==> src/rtl/crt_pkg.sv <==
// Shared constants and types for the three-moduli CRT block.
package crt_pkg;

  localparam int unsigned MOD_BITS_DEF = 21;
  localparam int unsigned VAL_BITS = 63;
  localparam int unsigned NUM_LANES = 3;
  localparam int unsigned REG_IDX_BITS = 2;

  localparam logic [REG_IDX_BITS-1:0] REG_MODULUS_0 = 2'd0;
  localparam logic [REG_IDX_BITS-1:0] REG_MODULUS_1 = 2'd1;
  localparam logic [REG_IDX_BITS-1:0] REG_MODULUS_2 = 2'd2;

  localparam logic STATUS_OK = 1'b0;
  localparam logic STATUS_NO_INVERSE = 1'b1;

  // Lane status (done, fail) passed to the merge stage.
  typedef struct packed {
    logic done;
    logic fail;
  } lane_stat_t;

endpackage

==> src/rtl/crt_divider.sv <==
// Restoring bit-serial divider: quotient and remainder of a by b.
module crt_divider #(
  parameter int unsigned W = 64
) (
  input  logic         clk,
  input  logic         rst,
  input  logic         start,
  input  logic [W-1:0] a,
  input  logic [W-1:0] b,
  output logic         done,
  output logic [W-1:0] quo,
  output logic [W-1:0] rem
);
  localparam int unsigned CW = $clog2(W + 1);

  logic          busy;
  logic [CW-1:0] cnt;
  logic [W-1:0]  dvs;
  logic [W:0]    trial;

  assign trial = {rem, quo[W-1]} - {1'b0, dvs};

  // One quotient bit per cycle
  always_ff @(posedge clk) begin
    if (rst) begin
      busy <= 1'b0;
      done <= 1'b0;
      cnt  <= '0;
    end else begin
      done <= 1'b0;
      if (start) begin
        busy <= 1'b1;
        cnt  <= CW'(W);
        quo  <= a;
        rem  <= '0;
        dvs  <= b;
      end else if (busy) begin
        if (!trial[W]) begin
          rem <= trial[W-1:0];
          quo <= {quo[W-2:0], 1'b1};
        end else begin
          rem <= {rem[W-2:0], quo[W-1]};
          quo <= {quo[W-2:0], 1'b0};
        end
        cnt <= cnt - 1'b1;
        if (cnt == CW'(1)) begin
          busy <= 1'b0;
          done <= 1'b1;
        end
      end
    end
  end
endmodule

==> src/rtl/crt_lane.sv <==
// One CRT lane: cofactor, inverse by extended Euclid, and weighted term.
module crt_lane #(
  parameter int unsigned MOD_BITS = crt_pkg::MOD_BITS_DEF
) (
  input  logic                         clk,
  input  logic                         rst,
  input  logic                         start,
  input  logic [3*MOD_BITS-1:0]        prod,
  input  logic [MOD_BITS-1:0]          modulus,
  input  logic [MOD_BITS-1:0]          residue,
  output crt_pkg::lane_stat_t          stat,
  output logic [3*MOD_BITS-1:0]        term
);
  localparam int unsigned PW = 3 * MOD_BITS;
  localparam int unsigned SW = MOD_BITS + 2;
  localparam int unsigned LW = (PW + 1) / 2;
  localparam int unsigned HW = PW - LW;

  typedef enum logic [3:0] {
    S_IDLE, S_COF, S_CMOD, S_EUC, S_STEP, S_FIX, S_RED, S_KMUL, S_KRED, S_TERM,
    S_TLO, S_THI
  } st_t;

  st_t                  st;
  logic                 dv_start;
  logic [PW-1:0]        dv_a, dv_b, dv_q, dv_r;
  logic                 dv_done;
  logic [PW-1:0]        cof;
  logic [MOD_BITS-1:0]  pr, cr, rr;
  logic signed [SW-1:0] ps, cs;
  logic [2*MOD_BITS-1:0] prodk;
  logic [MOD_BITS-1:0]  qv, inv;
  logic [MOD_BITS-1:0]  kv;
  logic [LW+MOD_BITS-1:0] tpart;

  crt_divider #(.W(PW)) u_div (
    .clk(clk), .rst(rst), .start(dv_start), .a(dv_a), .b(dv_b),
    .done(dv_done), .quo(dv_q), .rem(dv_r)
  );

  // k * cofactor in two halves of the cofactor, one half per cycle
  assign tpart = ((st == S_THI) ? LW'(cof[PW-1:LW]) : cof[LW-1:0]) * kv;

  // Euclid control; the divider is shared across all divisions of the lane
  always_ff @(posedge clk) begin
    if (rst) begin
      st       <= S_IDLE;
      dv_start <= 1'b0;
      stat     <= '0;
    end else begin
      dv_start <= 1'b0;
      case (st)
        S_IDLE: begin
          if (start) begin
            stat     <= '0;
            dv_a     <= prod;
            dv_b     <= PW'(modulus);
            dv_start <= 1'b1;
            st       <= S_COF;
          end
        end
        S_COF: begin
          if (dv_done) begin
            cof      <= dv_q;
            dv_a     <= dv_q;
            dv_start <= 1'b1;
            st       <= S_CMOD;
          end
        end
        S_CMOD: begin
          if (dv_done) begin
            pr <= dv_r[MOD_BITS-1:0];
            cr <= modulus;
            ps <= SW'(1);
            cs <= '0;
            st <= S_EUC;
          end
        end
        S_EUC: begin
          if (cr == '0) begin
            st <= S_FIX;
          end else begin
            dv_a     <= PW'(pr);
            dv_b     <= PW'(cr);
            dv_start <= 1'b1;
            st       <= S_STEP;
          end
        end
        S_STEP: begin
          if (dv_done) begin
            qv <= dv_q[MOD_BITS-1:0];
            pr <= cr;
            cr <= dv_r[MOD_BITS-1:0];
            st <= S_RED;
          end
        end
        S_RED: begin
          // s update: ps - q * cs (q and cs bounded by the modulus)
          ps <= cs;
          cs <= SW'(ps - SW'(signed'({1'b0, qv}) * cs));
          st <= S_EUC;
        end
        S_FIX: begin
          if (pr != MOD_BITS'(1)) begin
            stat <= '{done: 1'b1, fail: 1'b1};
            term <= '0;
            st   <= S_IDLE;
          end else begin
            if (modulus == MOD_BITS'(1)) inv <= '0;
            else if (ps < 0) inv <= MOD_BITS'(ps + SW'({2'b0, modulus}));
            else inv <= ps[MOD_BITS-1:0];
            dv_a     <= PW'(residue);
            dv_b     <= PW'(modulus);
            dv_start <= 1'b1;
            st       <= S_KMUL;
          end
        end
        S_KMUL: begin
          if (dv_done) begin
            rr <= dv_r[MOD_BITS-1:0];
            st <= S_KRED;
            prodk <= '0;
          end
        end
        S_KRED: begin
          if (prodk == '0) begin
            prodk <= rr * inv;
          end else begin
            prodk    <= '0;
            dv_a     <= PW'(prodk);
            dv_start <= 1'b1;
            st       <= S_TERM;
          end
          if (rr == '0 || inv == '0) begin
            term <= '0;
            stat <= '{done: 1'b1, fail: 1'b0};
            st   <= S_IDLE;
            dv_start <= 1'b0;
          end
        end
        S_TERM: begin
          if (dv_done) begin
            kv <= dv_r[MOD_BITS-1:0];
            st <= S_TLO;
          end
        end
        S_TLO: begin
          term <= PW'(tpart);
          st   <= S_THI;
        end
        S_THI: begin
          term <= term + {tpart[HW-1:0], {LW{1'b0}}};
          stat <= '{done: 1'b1, fail: 1'b0};
          st   <= S_IDLE;
        end
        default: st <= S_IDLE;
      endcase
    end
  end

`ifndef NO_ASSERTIONS
  a_div_busy: assert property (@(posedge clk) disable iff (rst)
    dv_start |=> !dv_start) else $error("divider restarted");
  a_start_idle: assert property (@(posedge clk) disable iff (rst)
    start |-> st == S_IDLE) else $error("lane started while busy");
  a_inv_range: assert property (@(posedge clk) disable iff (rst)
    st == S_KMUL |-> inv < modulus || modulus == MOD_BITS'(1))
    else $error("inverse out of range");
`endif
endmodule

==> config.mk <==
export PLATFORM = sky130hd
export DESIGN_NAME = crt_lane
export DESIGN_NICKNAME = d
export VERILOG_FILES = /design/src/rtl/crt_pkg.sv /design/src/rtl/crt_divider.sv /design/src/rtl/crt_lane.sv
export SDC_FILE = /design/constraint.sdc
export NUM_CORES = 2
export LEC_CHECK = 0
export BUFFER_PORTS_ARGS = -buffer_cell sky130_fd_sc_hd__buf_2
export CAP_MARGIN = 5
export CORE_MARGIN = 2
export CORE_UTILIZATION = 62
export DETAILED_ROUTE_END_ITERATION = 12
export PLACE_DENSITY = 0.81
export SYNTH_ARGS = -nofsm -noshare
export SYNTH_HDL_FRONTEND = slang
export SYNTH_SLANG_ARGS = --single-unit
==> constraint.sdc <==
create_clock -name clk -period 21.9 [get_ports clk]
set_input_delay 1.095 -clock clk [delete_from_list [all_inputs] [get_ports clk]]
set_output_delay 1.095 -clock clk [all_outputs]
set_load 0.01 [all_outputs]
# == Yosys cells after proc, flatten, opt, wreduce, memory -nomap -nowiden ==
# Index checks and enable logic that the tools add are counted.
# classes
mul,3
n_eq_ne,26
n_reduce_logical,30
bitwise_logic,3
n_lt_le_gt_ge,1
n_mux,60
addsub,5
# op_table
cell,n
two-way mux 63 bit,14
one-hot mux 63 bit (5 select lines),1
one-hot mux 63 bit (4 select lines),1
one-hot mux 63 bit (3 select lines),1
one-hot mux 23 bit (2 select lines),2
two-way mux 21 bit,4
two-way mux 42 bit,2
one-hot mux 21 bit (2 select lines),2
one-hot mux 42 bit (2 select lines),1
subtractor 64 x 63 -> 64 bit,1
adder 63 bit,1
zero test 21 bit,3
multiplier 32 x 21 -> 53 bit,1
two-way mux 23 bit,2
one-hot mux 4 bit (11 select lines),1
zero test 42 bit,1
multiplier 21 x 21 -> 42 bit,1
two-way mux 32 bit,1
two-way mux 4 bit,8
"less-than comparator 23 x 1 -> 1 bit, second input constant",1
multiplier 22 x 23 -> 23 bit,1
subtractor 23 bit,1
adder 21 bit,1
"== test 21 x 1 -> 1 bit, second input constant",1
other kinds (29),75
# totals
output_inout_bits,65
input_bits,108
register_bits,670

# == Longest topological paths before layout ==
# depth
word_depth,5
mapped_depth,43
mapped_depth_nobuf,40

# == Hierarchy ==
# Synthesis repeated with hierarchy kept, for this count alone.
# hier_totals
hier_cells,7575
hier_area_um2,75331.0
# modules_own_cells
module,cells_per_inst,area_each_um2,instances
crt_lane,6443,63618.5,1
crt_divider,1132,11712.5,1

# == Worst setup path after synthesis ==
# No wires, ideal clock.
# synth_path
path_kind,flip-flop to flip-flop
from,register st[0]
to,"register term[59], data pin"
setup_ns,0.266
stages_incl_launch_ff,40
path_slack_ns,12.669
t_arrival_ns,8.965
path_cell_list,dfxtp_1 clkbuf_1 nand2_1 nor2_1 clkbuf_1 buf_1 nand2_1 nand2_1 clkbuf_1 and2_1 fa_1 fa_1 inv_1 fa_1 inv_1 fa_1 inv_1 fa_1 (+4 left out) inv_1 ha_1 a21oi_1 o21ai_0 a221oi_1 a21boi_0 xnor2_1 ha_1 a21o_1 a22o_1 a41oi_1 a21oi_1 o41ai_2 o21ai_0 or2_1 a21oi_1 xor2_1 nor2_1
# synth_between
elab_chain_cells,5
# synth_lines
item,line,rtl
"start, declared",crt_lane.sv:24,st_t st;
"start signal, assigned",crt_lane.sv:47,st <= S_IDLE;
"start signal, assigned",crt_lane.sv:59,st <= S_COF;
"start signal, assigned",crt_lane.sv:67,st <= S_CMOD;
== test 4 bit,"crt_lane.sv:42, crt_lane.sv:52",
two-way mux 32 bit,crt_lane.sv:42,assign tpart = ((st == S_THI) ? LW'(cof[PW-1:LW]) : cof[LW-1:0]) * kv;
multiplier 32 x 21 -> 53 bit,crt_lane.sv:42,
adder 63 bit,crt_lane.sv:152,"term <= term + {tpart[HW-1:0], {LW{1'b0}}};"
one-hot mux 63 bit (4 select lines) *,crt_lane.sv:52,case (st)
"end signal, assigned",crt_lane.sv:148,term <= PW'(tpart);
"end signal, assigned",crt_lane.sv:152,
"end, declared",crt_lane.sv:12,output logic [3*MOD_BITS-1:0] term
# Mark *: on every way between the ends. The rest lies on a longest branch, timed or not.
# A chain may end at the register's enable or synchronous reset.

# == Final worst setup path ==
# layout_path
from,register st[1]
to,"register term[59], data pin"
# Same word-level chain as after synthesis.

==> flow_summary.ini <==
[setup_path]
criticalPathCategory = flop to flop
worstReg2RegStart = st[1]
critPathMaxFanout = 33
cp_slowest_cell = sky130_fd_sc_hd__dfxtp_1
cp.required_ns = 22.27
cpPeakStageDelay_ns = 0.78
worst_path_most_repeated_cell = sky130_fd_sc_hd__fa_1
startpoint = st[1]
worst-endpoint-arrival_ns = 11.41
start_kind = flop
end_kind = flop

[floorplan]
horizontal_extent_of_the_die_um = 343
i_o_pin_cnt = 173
core_area_um2 = 114000
die_y_um = 343
num_rows = 124
floorplan.initialDensity_pct = 62.5
die_footprint_um2 = 118000

[clock_network]
cts.clk_slew.worst_paths_ns = 0.07
post_cts_buffers = 0
cts.hold.buffers_added = 0
clock_tree.root_cell = sky130_fd_sc_hd__clkbuf_16
ctsHtreeMaxLevel = 2
clock-sinks = 586
cts_made_buffers = 61
cts_tree = yes
post_cts_resized = 0
clock_latency_ns = 0.69
max-clock-path-buffers = 3

[global_route]
antenna_found_initial = 19
pin_count_of_the_biggest_net_entering_global_routing = 89
grt_overflow_total = 0
grt_first_pass_wirelength_mm = 309
number_of_global_route_vias_before_repair = 55800
globalRouteTotalUtil_pct = 34.2

[power]
irDropWorstVdd_uv = 73.5
power.sequential.fraction_pct = 44.1
power.leakage_uw = 0.0348
pwr_density_cell_nw_per_um2 = 46.9
post-layout-total-power_uw = 3560
power.share.switching_pct = 31.9
internal_uw = 2430
clock_power_share_pct = 31.9
p_switching_uw = 1140
comb_power_share_pct = 23.9

[synthesis]
synth_area_um2 = 71400
synth-warning-count = 0
syn-instance-count = 7093
synth_enable_flop_cells = 571
synth.ff_latch_count = 586
ys_types = 87
synth_fp_nets = 8826
avgSynthCellArea_um2 = 10.1
synth_top_flop_cell = sky130_fd_sc_hd__edfxtp_1
synth-async-reset-ratio_pct = 0
synth_sequential_area_ratio_pct = 24.4

[timing]
grt_setup_unrepaired = false
fin_hold_ws_ns = 0.417
final-max-slew-violation-count = 0
totalNegativeSetupSlack_ns = 0
final.period_utilization_pct = 50.4
maxSlewHeadroom_pct = 19.0
max_freq_ghz = 0.0906
layout_min_cycle_time_ns = 11.04
report.final.setup_viol = 0
finalClockSkew_ns = 0.0499
tightest_slew_ns = 1.21
report.final.hold_viol_count = 0

[placed_design]
hpwl_mm = 149
postPlaceCellArea_um2 = 73800
gp_routability_congestion = 0.954
dp.cells = 8531
place.port_buffers = 172

[routing]
detailed_route_iter0_violations = 5513
drc = 0
post_drt_via_cell_ratio = 6.08
route.final.wire_length_mm = 197
detail_route.wl_per_cell_um = 22.8
route.vias.total = 52600
drt_pass_1_iters = 8
drt.antenna.violating_nets = 0

[hold_path]
holdCritStartpoint = dv_b[18]
worst_hold_path_class = flop to flop

[status]
run_status = finished, final reports clean

[job]
cap_viol_max_count = 0

[final_layout]
most_common_cell_after_layout_fill_and_taps_aside = sky130_fd_sc_hd__inv_1
synthToLayoutAreaGrowth_pct = 6.37
final_nets = 8815
total_of_fill_cells_in_the_finished_design = 8561
finish.cell_count_without_fillers = 8654
post_route_cells_drive_above_1_share_pct = 7.88
most-common-layout-cells = 1220 x sky130_fd_sc_hd__inv_1, 1147 x sky130_fd_sc_hd__fa_1, 984 x sky130_fd_sc_hd__nand2_1
stdcell_area_um2 = 76000
==> layout make-up <==
cell class / count / area [um^2] / share of cell area (%)
antenna: 8 / 20.0 / 0.0264
clock buffer: 71 / 1620 / 2.13
clock inverter: 44 / 554 / 0.730
inverter: 1220 / 4580 / 6.03
multi-input combinational: 4933 / 48200 / 63.4
sequential: 586 / 17500 / 23.0
tap: 1512 / 1890 / 2.49
timing repair buffer: 280 / 1670 / 2.20
==> synthesized netlist by cell type, drive strengths merged (6+ instances only) <==
cell	number	area, um^2
a211o	6	52.6
o22ai	21	131
a31o	8	70.1
buf	14	67.6
nor4	51	344
or2	7	43.8
nand2	985	3700
o21bai	19	143
nand4	26	178
ha	478	5980
a222oi	21	210
xor2	87	769
mux2i	20	200
nand2b	28	175
mux2	122	1370
nand3	32	160
o21ai	94	470
nor3	63	325
edfxtp	571	17100
a22oi	43	323
a21oi	177	890
o211ai	8	65.1
a31oi	38	238
fa	1147	23000
and2	657	4110
and3	59	369
inv	1220	4580
o21a	13	97.6
xnor2	157	1380
clkbuf	340	1280
nor3b	6	50.1
a211oi	18	135
or3	27	174
dfxtp	15	300
nor2	290	1090
a21o	98	736
a22o	22	193
nor2b	27	169
==> final timing paths <==
path | to | slack (ns) | cells after the start
max | term[59] | 10.86 | 36
min | u_div.dvs[18] | 0.42 | 0
max reg2reg | term[59] | 10.86 | 36
min reg2reg | u_div.dvs[18] | 0.42 | 0
==> through the flow <==
step | utilization, % | setup WS [ns]
4_1_cts | 66.4 | 11.10
3_3_place_gp | 64.5 | 11.36
2_1_floorplan | - | 12.67
6_report | 66.4 | 10.86
3_5_place_dp | 64.5 | 11.14
5_1_grt | 66.4 | 10.36
==> cell families after synthesis <==
logic type,Yosys count,share of synthesized area [%]
flip-flops,586,24.4
adder cells (fa/ha/maj),1625,40.5
multiplexers,142,2.20
XOR/XNOR,244,3.00
buffers and inverters,1574,8.29
AND/OR/NAND/NOR,2278,15.5
AO/OA/AOI/OAI,644,6.05
==> flip-flops by register name, summed over array words and instances, names as in the netlist, 23 cells and up <==
signal	cells
term	63
u_div.quo	63
ps	23
dv_a	63
cof	63
u_div.rem	63
cs	23
prodk	42
==> worst max-delay path, delay by kind of cell, from the launching register on <==
| kind | cells | cell delay (ns) |
|---|---|---|
| buffers and inverters | 7 | 0.80 |
| flip-flops | 1 | 0.78 |
| XOR/XNOR | 2 | 0.39 |
| AO/OA/AOI/OAI | 11 | 2.80 |
| adder cells (fa/ha/maj) | 9 | 4.10 |
| AND/OR/NAND/NOR | 7 | 1.86 |
==> per-layer routing <==
layer  share of wire (%)  global-route usage (%)
met4                 5.5                    16.3
met1                  36                    44.1
met2                  47                    55.3
met5               0.055                       0
met3                  12                    7.59
==> power by group through the flow <==
stage | clock, uW | sequential [uW] | combinational, uW
after floorplan | 0 | 1520 | 624
after global placement | 0 | 1580 | 801
after detailed placement | 0 | 1590 | 828
after CTS | 1140 | 1560 | 836
after global routing | 1180 | 1580 | 925
final | 1140 | 1570 | 853
Power figures use the tool's default switching activity.
